===== config.mk =====
export PLATFORM = sky130hd
export DESIGN_NAME = tmac_div
export DESIGN_NICKNAME = d
export VERILOG_FILES = /design/src/design/tile_map_aabb_collision_defines.svh /design/src/design/tmac_pkg.sv /design/src/design/tmac_div.sv
export SDC_FILE = /design/constraint.sdc
export NUM_CORES = 1
export LEC_CHECK = 0
export BUFFER_PORTS_ARGS = -buffer_cell sky130_fd_sc_hd__buf_2
export CAP_MARGIN = 20
export CORE_MARGIN = 1.5
export CORE_UTILIZATION = 56
export DETAILED_ROUTE_END_ITERATION = 10
export MAX_ROUTING_LAYER = met4
export PLACE_DENSITY_LB_ADDON = 0.15
export SYNTH_ARGS = -nofsm -noshare
export SYNTH_HDL_FRONTEND = slang
export SYNTH_SLANG_ARGS = --single-unit

===== constraint.sdc =====
create_clock -name clock -period 3.2 [get_ports clock]
set_input_delay 0.48 -clock clock [delete_from_list [all_inputs] [get_ports clock]]
set_output_delay 0.48 -clock clock [all_outputs]
set_load 0.02 [all_outputs]

===== src/design/tile_map_aabb_collision_defines.svh =====
// Assertion macros for the tile map collision block.
// Used by the top level only; no other dependencies.
`ifndef TILE_MAP_AABB_COLLISION_DEFINES_SVH
`define TILE_MAP_AABB_COLLISION_DEFINES_SVH
`ifndef SYNTHESIS
// Same-cycle implication, disabled while reset is high.
`define TMAC_ASSERT_NOW(label, clk, rst, ante, cons) \
   label: assert property (@(posedge clk) disable iff (rst) (ante) |-> (cons)) \
      else $error("tile map collision check failed");
// Plain invariant, disabled while reset is high.
`define TMAC_ASSERT_ALWAYS(label, clk, rst, cond) \
   label: assert property (@(posedge clk) disable iff (rst) (cond)) \
      else $error("tile map collision invariant failed");
`else
`define TMAC_ASSERT_NOW(label, clk, rst, ante, cons)
`define TMAC_ASSERT_ALWAYS(label, clk, rst, cond)
`endif
`endif


===== src/design/tmac_pkg.sv =====
// Shared constants, types and helper functions for the tile map collision block.
// No dependencies; imported by tmac_div and the top level, but not by tmac_ram.
`timescale 1ns / 1ps
package tmac_pkg;

   // Grid geometry
   localparam int MAX_COLS = 64;
   localparam int MAX_ROWS = 64;
   localparam int COL_W    = $clog2(MAX_COLS);
   localparam int ROW_W    = $clog2(MAX_ROWS);
   localparam int IDX_W    = (COL_W > ROW_W) ? COL_W : ROW_W;
   localparam int ADDR_W   = COL_W + ROW_W;
   localparam int DEPTH    = MAX_COLS * MAX_ROWS;
   localparam int CODE_W   = 3;
   localparam int CNT_W    = 7;

   // Arithmetic widths
   localparam int SIZE_W  = 31;
   localparam int VAL_W   = 32;
   localparam int DT_W    = 21;
   localparam int PROD_W  = 54;
   localparam int POS_W   = 34;
   localparam int GEO_W   = 41;
   localparam int DIV_W   = 32;
   localparam int DIV_CNT_W = $clog2(DIV_W + 1);
   localparam int EPS_Q   = 66;

   // Operation codes
   localparam logic [1:0] OP_WRITE   = 2'd0;
   localparam logic [1:0] OP_READ    = 2'd1;
   localparam logic [1:0] OP_COLLIDE = 2'd2;

   // Tile codes
   localparam logic [CODE_W-1:0] TILE_BLANK = 3'd0;
   localparam logic [CODE_W-1:0] TILE_DIRT  = 3'd1;
   localparam logic [CODE_W-1:0] TILE_ROCK  = 3'd2;

   // Register indexes
   localparam logic [1:0] CSR_BLOCK_WIDTH  = 2'd0;
   localparam logic [1:0] CSR_BLOCK_HEIGHT = 2'd1;
   localparam logic [1:0] CSR_GRID_COLUMNS = 2'd2;
   localparam logic [1:0] CSR_GRID_ROWS    = 2'd3;

   // Controller states
   typedef enum logic [15:0] {
      ST_CLEAR     = 16'h0001,
      ST_IDLE      = 16'h0002,
      ST_RD_ISSUE  = 16'h0004,
      ST_RD_DATA   = 16'h0008,
      ST_MULX      = 16'h0010,
      ST_MULY      = 16'h0020,
      ST_MOVY      = 16'h0040,
      ST_PRED      = 16'h0080,
      ST_DIV_START = 16'h0100,
      ST_DIV_WAIT  = 16'h0200,
      ST_SETUP     = 16'h0400,
      ST_BOUND     = 16'h0800,
      ST_ISSUE     = 16'h1000,
      ST_EVAL      = 16'h2000,
      ST_RESOLVE   = 16'h4000,
      ST_DONE      = 16'h8000
   } state_type;

   // Divider status towards the controller
   typedef struct packed {
      logic busy;
      logic done;
   } div_status_type;

   // Saturate a wide signed value to 32 bits.
   function automatic logic signed [VAL_W-1:0] sat32(input logic signed [GEO_W-1:0] v);
      logic signed [GEO_W-1:0] hi;
      logic signed [GEO_W-1:0] lo;
      hi = GEO_W'(64'sh7FFF_FFFF);
      lo = -GEO_W'(64'sh8000_0000);
      if (v > hi)      sat32 = 32'sh7FFF_FFFF;
      else if (v < lo) sat32 = 32'sh8000_0000;
      else             sat32 = v[VAL_W-1:0];
   endfunction

   // Grid size register as used: zero acts as one, large values as the maximum.
   function automatic logic [CNT_W-1:0] dim_used(input logic [CNT_W-1:0] v,
                                                input int max_v);
      if (v == '0)                 dim_used = CNT_W'(1);
      else if (v > CNT_W'(max_v))  dim_used = CNT_W'(max_v);
      else                         dim_used = v;
   endfunction

endpackage


===== src/design/tmac_div.sv =====
// Restoring divider, one quotient bit per cycle, for tile index lookup.
// Depends on tmac_pkg.
`timescale 1ns / 1ps
module tmac_div (
   input  logic                         clock,
   input  logic                         reset,
   input  logic                         start,
   input  logic [tmac_pkg::DIV_W-1:0]   dividend,
   input  logic [tmac_pkg::SIZE_W-1:0]  divisor,
   output logic [tmac_pkg::DIV_W-1:0]   quotient,
   output tmac_pkg::div_status_type     status
);
   import tmac_pkg::*;

   logic [DIV_W-1:0]     rem_ff, rem_in;
   logic [DIV_W-1:0]     quo_ff, quo_in;
   logic [DIV_CNT_W-1:0] cnt_ff, cnt_in;
   logic                 busy_ff, busy_in;
   logic                 done_ff, done_in;
   logic [DIV_W-1:0]     shifted;
   logic [DIV_W-1:0]     divisor_ext;

   assign divisor_ext = DIV_W'(divisor);
   assign shifted     = {rem_ff[DIV_W-2:0], quo_ff[DIV_W-1]};

   // One trial subtraction per cycle.
   always_comb begin
      rem_in  = rem_ff;
      quo_in  = quo_ff;
      cnt_in  = cnt_ff;
      busy_in = busy_ff;
      done_in = 1'b0;
      if (start) begin
         rem_in  = '0;
         quo_in  = dividend;
         cnt_in  = DIV_CNT_W'(DIV_W);
         busy_in = 1'b1;
      end else if (busy_ff) begin
         if (shifted >= divisor_ext) begin
            rem_in = shifted - divisor_ext;
            quo_in = {quo_ff[DIV_W-2:0], 1'b1};
         end else begin
            rem_in = shifted;
            quo_in = {quo_ff[DIV_W-2:0], 1'b0};
         end
         cnt_in = cnt_ff - DIV_CNT_W'(1);
         if (cnt_ff == DIV_CNT_W'(1)) begin
            busy_in = 1'b0;
            done_in = 1'b1;
         end
      end
   end

   always_ff @(posedge clock) begin
      if (reset) begin
         busy_ff <= 1'b0;
         done_ff <= 1'b0;
         cnt_ff  <= '0;
      end else begin
         busy_ff <= busy_in;
         done_ff <= done_in;
         cnt_ff  <= cnt_in;
      end
      rem_ff <= rem_in;
      quo_ff <= quo_in;
   end

   assign quotient    = quo_ff;
   assign status.busy = busy_ff;
   assign status.done = done_ff;

endmodule


-- After elaboration in Yosys (flattened, before gate mapping)
Index checks and enable logic that the tools add are counted.
- bits in registers: 71
- latch bits: 0
- RAM bits: 0
- bits in read-only memories: 0
- word-level logic and storage cells: 24
- memories kept: 0
- add/sub/neg operators: 2
- multipliers: 0
- divide/modulo/power cells: 0
- order comparisons: 1
- equality and inequality tests: 1
- shifts and indexed selects: 0
- mux-type cells: 10
- bitwise gates (word level): 1
- reduce and logical (&&, ||, !) cells: 3
- operators by type and width (kind ; count):
    32-bit 2-to-1 mux ; 2
    32-bit by 31-bit >= comparator with 1-bit output ; 1
    31-bit 2-to-1 mux ; 1
    31-bit subtractor ; 1
    6-bit 2-to-1 mux ; 2
    6-bit by 1-bit == test with 1-bit output (second input constant) ; 1
    6-bit by 1-bit subtractor with 6-bit output (second input constant) ; 1
    1-bit 2-to-1 mux ; 5
    3-bit OR reduction ; 1
    2-bit nonzero test ; 1
    2-bit OR reduction ; 1
    1-bit inverter ; 1

-- Logic depth before layout (Yosys ltp)
Gate-level depths: netlist (run 1).
- depth after elaboration: 4
- depth in mapped cells: 14

-- Worst setup path before layout (run 1)
No wires, ideal clock.
- kind: reg-to-reg
- start point: reg quo_ff[31], in the netlist quotient[31]
- end point: reg rem_ff[3]
- library setup time: 0.091 ns
- arrival time: 2.815 ns
- data required time: 3.109 ns
- setup slack: 0.294 ns
- stages on the path, launching flop included: 13
- path buffers: 1
- clock period less this slack: 2.906 ns
- path through: edfxtp_1 -> inv_1 -> ha_1 -> fa_1 -> and2b_1 -> o21ai_1 -> nand2_1 -> a21oi_2 -> a2111oi_4 -> o41ai_2 -> buf_6 -> or3_1 -> a311oi_1
- cells in the longest elaborated chain, start to end: 2
- elaborated cells between the ends (all ways): 3
- those cells by class: add/sub: 1; order compare: 1; mux: 1
- ends and longest elaborated chain (element ; line ; RTL):
    start, declared ; tmac_div.sv:16 ; logic [DIV_W-1:0] quo_ff, quo_in;
    start signal, assigned ; tmac_div.sv:65 ; quo_ff <= quo_in;
    31-bit subtractor or 32-bit by 31-bit >= comparator with 1-bit output (tied branches) ; tmac_div.sv:40, tmac_div.sv:39 ;
    31-bit 2-to-1 mux (*) ; tmac_div.sv:39 ; if (shifted >= divisor_ext) begin
    end signal, assigned ; tmac_div.sv:64 ; rem_ff <= rem_in;
    end, declared ; tmac_div.sv:15 ; logic [DIV_W-1:0] rem_ff, rem_in;
Mark *: on every way between the ends. The rest lies on a longest branch, timed or not.
A chain may end at the register's enable or synchronous reset.

-- Worst setup path after layout (run 1)
- start point: reg quo_ff[31], in the netlist quotient[31]
- end point: reg rem_ff[26]
The elaborated chain is that of the path after synthesis.

==> results.toml, run 1 <==
[detailed_routing]
viasPerCell = 5.77
first_pass_iters = 5
vias = 4361
wirelength_um = 11800
drt_iter0_markers = 328
antenna_left = 0
drc_errors = 0
wl_per_cell_um = 15.6

[timing]
post-route-period-util_pct = 96.1
timing.hold.ws_ps = 332
fin_ws_ps = 126
relSlewSlack_pct = 56.3
worstMarginPinSlew_ps = 655
min_period_ps = 3070
slew_violations = 0
hold_viol_final = 0
fin_skew_ps = 14.8
fmax_ghz = 0.325
finalSetupViolCount = 0

[cells_and_area]
mostFrequentLayoutCell = "buf_2"
diodes = 0
layout.cells.non_filler = 756
drive_gt1_share_pct = 28.6
finalNetCount = 746
fin_area_um2 = 5740
syn2layout_area_growth_pct = 18.9
mostFrequentLayoutCells = "buf_2 (99), nand2_1 (62), nor2_1 (43)"

[placement]
placed_cells = 736
dpl_cell_area_um2 = 5500
place_congestion = 0.988
dp_hpwl_um = 8960
port_buffers = 99
pre_cts_slack_ps = 34.0

[synth]
synth_simple_gate_area_share_pct = 14.8
muxShareOfSynthArea_pct = 8.11
synth.ff_latch_count = 71
yosysSeqAreaShare_pct = 36.1
syn_inst = 539
ys_async_sr_fraction_pct = 0
yosys.area.top_type = "edfxtp_1"
yosysWarningCount = 0
syn_area_per_cell_um2 = 8.96
synthTopCellsByArea = "edfxtp_1 (20%), dfxtp_1 (16%), ha_1 (8.6%)"
synth_compound_area_share_pct = 20.6
synth_top_family_by_area = "compound AO/OA/AOI/OAI gates"
netlist.area_leader.share_pct = 19.9
ys_types = 59
syn_nets = 639
synth_flop_cell = "dfxtp_1"
synth-edff-count = 32
syn-cell-area_um2 = 4830
synth-xor-area-share_pct = 4.90
yosys.area_share.adder_pct = 8.97

[floorplanning]
ios = 100
rows = 33
start_util_pct = 58.2
dieArea_um2 = 9190
design.core.area_um2 = 8300
die_x_um = 95.8
die_h_um = 95.8

[worst_setup_path]
cp_common_cell = "nand2_1"
crit_path_top_delay_cell = "edfxtp_1"
crit_path_end_kind = "flop"
crit_required_ps = 3500
worstSetupPathType = "flop to flop"
start_kind = "flop"
timing.rr.start = "quotient[31]"
path_buf_inv = 2
crit_family = "simple AND/OR/NAND/NOR gates"
critPathMaxStageDelay_ps = 430
cp.depth = 13
crit_chain = "inv_1 -> ha_1 -> fa_1 -> and2b_2 -> o21ai_1 -> nand2_1 -> a21oi_2 -> a2111oi_4 -> o41ai_4 -> buf_4 -> or3_1 -> mux2_2 -> nand2_1"
startpoint = "quotient[31]"
worst-path-max-fanout = 6
reg2reg_depth = 13
cp.arrival_ps = 3370

[run_status]
status = "completed"

[pwr]
p_leak_nw = 2.59
power_mw = 2.46
power_density_nw_per_um2 = 429
max-vdd-ir-drop_uv = 224

[hold_path]
whs_path_depth = 2
min_from = "reset"
hold_class = "input pin to flop"

[grt]
grt_pass1_wl_um = 18300
antenna_found_initial = 0
grt_pass1_vias = 3978
grt_overflow_total = 0
grt_max_degree = 46
gr-usage-all-layers_pct = 26.6

[run]
drv_cap = 0

[clocking]
cts_sinks = 71
clkTransAtPathRegs_ps = 80
cts_tree = "built"
h-tree-depth = 3
numCtsBuffers = 9
cts-root-buf = "clkbuf_8"
clk_latency_ps = 350
cts_max_path_buffers = 2
-- power by group --
part           internal, mW  switching [mW]
Combinational         0.267           0.347
Sequential             1.03          0.0422
Clock                 0.436           0.340
Total                  1.73           0.729
-- cells by family after synthesis --
family / Yosys count
adders and majority gates: 34
buffers and inverters: 75
DFF: 71
xor gates and xnor gates: 27
AOI/OAI and AO/OA: 138
muxes: 35
and+or+nand+nor: 159
-- through the flow --
step                util [%]  setup TNS (ps)
floorplan                  -               0
CTS                     68.8               0
global route            69.2            -118
finish                  69.2               0
global placement        66.2               0
detailed placement      66.2               0
-- registers in the layout, indices dropped and copies added, names as in the netlist --
register  cells
quotient     32
rem_ff       31
cnt_ff        6
busy_ff       1
done_ff       1
-- Yosys cell counts (all sizes together), types with 10 or more instances --
library cell	count
nor3	12
ha	33
mux2	33
xnor2	17
a31oi	10
nand2	62
a311oi	14
buf	14
a21oi	32
inv	42
a21o	11
nor2	44
xor2	10
clkbuf	18
dfxtp	39
o21ai	19
edfxtp	32
-- timing repair --
item	CTS	global route
endpoints found under the setup margin	0	25
resized for setup	0	3
hold buffers	0	0
setup buffers	0	4
-- worst reg2reg max path: cells and delay by family, from the launching register on --
family                     cells  cell delay, ps
adders and majority gates      2             590
muxes                          1             280
AOI/OAI and AO/OA              4             730
and+or+nand+nor                4             770
DFF                            1             430
buffers and inverters          2             240
-- worst paths after layout --
kind                endpoint  slack (ps)
setup reg to reg  rem_ff[26]         130
hold reg to reg    cnt_ff[1]         490
setup / recovery  rem_ff[26]         130
hold / removal       busy_ff         330
-- layout make-up --
| class | instances | area [um^2] |
|---|---|---|
| multi-input cells | 393 | 2780 |
| fillers | 699 | 2560 |
| flip-flops and latches | 71 | 1740 |
| repair buffers | 128 | 713 |
| inverters | 43 | 161 |
| well taps | 105 | 131 |
| clock buffers | 10 | 128 |
| clock inverters | 6 | 85.1 |
-- layer usage --
layer,track usage (%),wire (um),up-vias
met3,4.50,868,11
met2,43.3,5450,176
met4,7.11,121,0
met5,-,0,-
met1,34.3,5330,2010
li1,-,-,2164
(Power assumes the default switching activity.)
==> run 2: changes to the inputs <==
BUFFER_PORTS_ARGS = -buffer_cell sky130_fd_sc_hd__buf_4   (was -buffer_cell sky130_fd_sc_hd__buf_2)
CELL_PAD_IN_SITES_DETAIL_PLACEMENT = 0   (was unset)
CELL_PAD_IN_SITES_GLOBAL_PLACEMENT = 1   (was unset)
CORE_UTILIZATION = 42   (was 56)
==> results.toml, run 2 (synthesized netlist as in run 1, its figures left out) <==
[clocking]
clk_latency_ps = 330
clkTransAtPathRegs_ps = 60
numCtsBuffers = 9
cts_hold_buf = 0
h-tree-depth = 3
cts_sinks = 71
cts_tree = "built"
cts-root-buf = "clkbuf_16"
cts_max_path_buffers = 2

[grt]
antenna_found_initial = 0
use_met2_pct = 34.3
grt.met3_usage_pct = 3.17
grt_pass1_wl_um = 20000
grtUsageMet1_pct = 29.3
grt_overflow_total = 0
grt.busiest_layer = "met2"
gr-usage-all-layers_pct = 21.8
grt_pass1_vias = 4120
grt_max_degree = 41

[cells_and_area]
largest_reg_flops = 32
layout.cells.non_filler = 811
final.fill_count = 988
mostFrequentLayoutCell = "buf_4"
drive_gt1_share_pct = 31.7
seqCellArea_um2 = 1740
layout.core_utilization_pct = 57.4
finalNetCount = 766
multi_input_area_um2 = 2810
syn2layout_area_growth_pct = 31.2
diodes = 0
mostFrequentLayoutCells = "buf_4 (146), nand2_1 (61), nor2_1 (43)"

[detailed_routing]
drt_iter0_markers = 247
first_pass_iters = 5
antenna_left = 0
vias = 4432
viasPerCell = 5.46
drc_errors = 0
wl_per_cell_um = 15.6
wirelength_um = 12700

[hold_path]
min_from = "reset"
whs_path_depth = 2
hold_end = "cnt_ff[5]"
hold_class = "input pin to flop"

[placement]
place_congestion = 0.882
port_buffers = 99
pre_cts_slack_ps = -131
dp_hpwl_um = 9600
placed_cells = 789

[worst_setup_path]
timing.rr.start = "quotient[31]"
start_kind = "flop"
crit_path_end_kind = "flop"
cp.arrival_ps = 3310
reg2reg_depth = 12
worstSetupPathType = "flop to flop"
r2r_end = "rem_ff[5]"
crit_required_ps = 3440
rrSetupSlack_ps = 140
worst-path-max-fanout = 7

[pwr]
max-vdd-ir-drop_uv = 251
power_mw = 2.84
power_density_nw_per_um2 = 449
p_leak_nw = 2.82

[run]
drv_cap = 0

[timing]
relSlewSlack_pct = 58.4
slew_violations = 0
hold_viol_final = 0
worstMarginPinSlew_ps = 621
min_period_ps = 3060
post-route-period-util_pct = 95.7
finalSetupViolCount = 0
fmax_ghz = 0.326
fin_ws_ps = 136
fin_skew_ps = 8.08

[floorplanning]
dieArea_um2 = 12100
start_util_pct = 43.8
die_h_um = 110
ios = 100
design.core.area_um2 = 11000
die_x_um = 110
rows = 38

[run_status]
status = "completed"
-- run 2: worst max-delay path by stage --
stage	start	slack, ps	cells past startpoint	endpoint
final	quotient[31]	140	12	rem_ff[5]
after global placement	divisor[13]	-60	12	rem_ff[17]
after CTS	quotient[31]	40	14	rem_ff[30]
after global routing	quotient[31]	-8	12	rem_ff[5]
after floorplan	quotient[31]	290	12	rem_ff[3]
after detailed placement	divisor[13]	-130	12	rem_ff[14]
-- run 2: layer usage --
| layer | routed length, um | part of all wire (%) |
|---|---|---|
| met5 | 0 | 0 |
| met4 | 123 | 0.97 |
| met3 | 804 | 6.3 |
| met2 | 5720 | 45 |
| met1 | 6040 | 48 |
-- run 2: through the flow --
stage | hold slack [ps] | TNS, ps | cell area (um^2)
after CTS | 306 | 0 | 6280
final | 312 | 0 | 6330
after global placement | 474 | -586 | 5940
after floorplan | 447 | 0 | 4830
after detailed placement | 482 | -1330 | 5940
after global routing | 321 | -7.60 | 6330
-- run 2: timing repair --
action,in CTS,in global routing
gates resized for setup,0,7
pin swaps,2,5
setup buffers,3,4
endpoints found under the setup margin,10,10
-- run 2: critical path, cell delays in order, from the launching register on --
cell and delay [ps]:
edfxtp_1 430, inv_1 70, ha_1 210, fa_2 340, and2b_1 230, o21ai_2 70
nand2_1 110, a21oi_2 80, a2111oi_4 430, o41ai_4 150, buf_4 180, or3_1 390
a311oi_2 280
-- run 2: power breakdown --
group | switching [mW] | leakage (nW) | total (mW) | internal, mW
logic | 0.354 | 2.02 | 0.682 | 0.327
clock network | 0.400 | 0.156 | 1.09 | 0.685
registers | 0.0469 | 0.641 | 1.08 | 1.03
total | 0.801 | 2.82 | 2.84 | 2.04
-- run 2: layout make-up --
| cell class | instances | share of cell area (%) |
|---|---|---|
| multi-input cells | 393 | 44.3 |
| flip-flops and latches | 71 | 27.5 |
| repair buffers | 148 | 17.8 |
| clock buffers | 9 | 3.56 |
| well taps | 140 | 2.77 |
| inverters | 43 | 2.55 |
| clock inverters | 7 | 1.50 |
==> run 3: changes to the inputs <==
clock period = 3.25 ns   (was 3.2 ns; I/O delays follow)
==> results.toml, run 3 (synthesized netlist as in run 1, its figures left out) <==
[run_status]
status = "completed"

[timing]
min_period_ps = 3070
finalSetupViolCount = 0
relSlewSlack_pct = 51.8
fin_ws_ps = 185
rsz0062_at_grt = "false"
fmax_ghz = 0.326
fin_skew_ps = 10.6
worstMarginPinSlew_ps = 723
hold_viol_final = 0
slew_violations = 0
timing.hold.ws_ps = 329
post-route-period-util_pct = 94.3

[placement]
dp_hpwl_um = 9390
placed_cells = 781
pre_cts_slack_ps = -142
port_buffers = 99
place_congestion = 0.895

[detailed_routing]
drt_iter0_markers = 189
wl_per_cell_um = 15.5
antenna_left = 0
drc_errors = 0
first_pass_iters = 5
vias = 4405
wirelength_um = 12500
viasPerCell = 5.47

[grt]
grt_pass1_vias = 4108
grt_pass1_wl_um = 20200
grt_overflow_total = 0
gr-usage-all-layers_pct = 22.0
grt_max_degree = 61
antenna_found_initial = 0

[pwr]
max-vdd-ir-drop_uv = 293
power_density_nw_per_um2 = 444
p_leak_nw = 2.79

[worst_setup_path]
reg2reg_depth = 14
crit_family = "simple AND/OR/NAND/NOR gates"
cp.arrival_ps = 3340
path_buf_inv = 3
crit_path_end_kind = "flop"
critPathMaxStageDelay_ps = 430
worst-path-max-fanout = 6
worstSetupPathType = "flop to flop"
crit_chain = "inv_1 -> ha_2 -> fa_2 -> and2b_2 -> o21ai_2 -> nand2_2 -> a21oi_2 -> a2111oi_4 -> o41ai_4 -> buf_4 -> buf_4 -> or3_1 -> mux2_2 -> nand2_1"
crit_required_ps = 3530
cp_common_cell = "buf_4"
cp.depth = 14
start_kind = "flop"
crit_path_top_delay_cell = "edfxtp_1"

[cells_and_area]
seqCellArea_um2 = 1740
drive_gt1_share_pct = 31.6
multi_input_area_um2 = 2820
finalNetCount = 760
layout.cells.non_filler = 805
mostFrequentLayoutCells = "buf_4 (141), nand2_1 (61), nor2_1 (43)"
mostFrequentLayoutCell = "buf_4"
syn2layout_area_growth_pct = 30.4
diodes = 0
final.fill_count = 1040
largest_reg_flops = 32

[clocking]
cts_hold_buf = 0
clkTransAtPathRegs_ps = 60
h-tree-depth = 3
cts-root-buf = "clkbuf_16"
cts_tree = "built"
clk_latency_ps = 330
cts_max_path_buffers = 2
cts_sinks = 71
numCtsBuffers = 9

[hold_path]
hold_class = "input pin to flop"
whs_path_depth = 2

[floorplanning]
die_x_um = 110
design.core.area_um2 = 11000
start_util_pct = 43.8
ios = 100
dieArea_um2 = 12100
die_h_um = 110
rows = 38

[run]
drv_cap = 0
## run 3: final timing paths
| kind | slack [ps] | from | to |
|---|---|---|---|
| worst max-delay path | 180 | quotient[31] | rem_ff[30] |
| worst min-delay path | 330 | reset | cnt_ff[5] |
| worst max register to register | 180 | quotient[31] | rem_ff[30] |
| worst min register to register | 490 | rem_ff[9] | rem_ff[10] |
## run 3: timing repair
| action | in CTS | in global routing |
|---|---|---|
| gates resized for setup | 0 | 9 |
| setup endpoints to repair | 14 | 5 |
| pin swaps | 2 | 6 |
| setup buffers | 4 | 4 |
## run 3: where the power goes
part           leakage [nW]  internal [mW]  switching, mW
clock network         0.156          0.675          0.396
registers             0.641           1.01         0.0463
logic                  1.99          0.319          0.346
total                  2.79           2.01          0.789
## run 3: stage by stage
step | utilization [%] | TNS, ps | instance area, um^2 | total power [mW]
after floorplan | - | 0 | 4830 | 1.48
after global placement | 53.3 | -110 | 5880 | 1.72
after detailed placement | 53.3 | -1250 | 5880 | 1.73
after CTS | 56.5 | 0 | 6230 | 2.81
after global routing | 57.0 | 0 | 6290 | 2.94
final | 57.0 | 0 | 6290 | 2.80
## run 3: layer usage
metal	GRT usage (%)	vias to the layer above	part of all wire [%]
met5	-	-	0
met4	5.04	0	0.75
met3	3.17	8	5.4
met2	35.2	122	45
met1	29.8	2076	49
li1	-	2199	-
## run 3: layout make-up
type / instances / share of cell area (%)
clock inverters: 7 / 1.51
flip-flops and latches: 71 / 27.7
well taps: 140 / 2.78
repair buffers: 142 / 17.1
multi-input cells: 393 / 44.7
clock buffers: 9 / 3.58
inverters: 43 / 2.57
## run 3: worst register-to-register path, cell delays in order (launching register included)
cell       delay, ps
edfxtp_1         430
inv_1             80
ha_2             190
fa_2             330
and2b_2          260
o21ai_2           80
nand2_2           90
a21oi_2           70
a2111oi_4        430
o41ai_4          100
buf_4            160
buf_4            150
or3_1            340
mux2_2           260
nand2_1           60
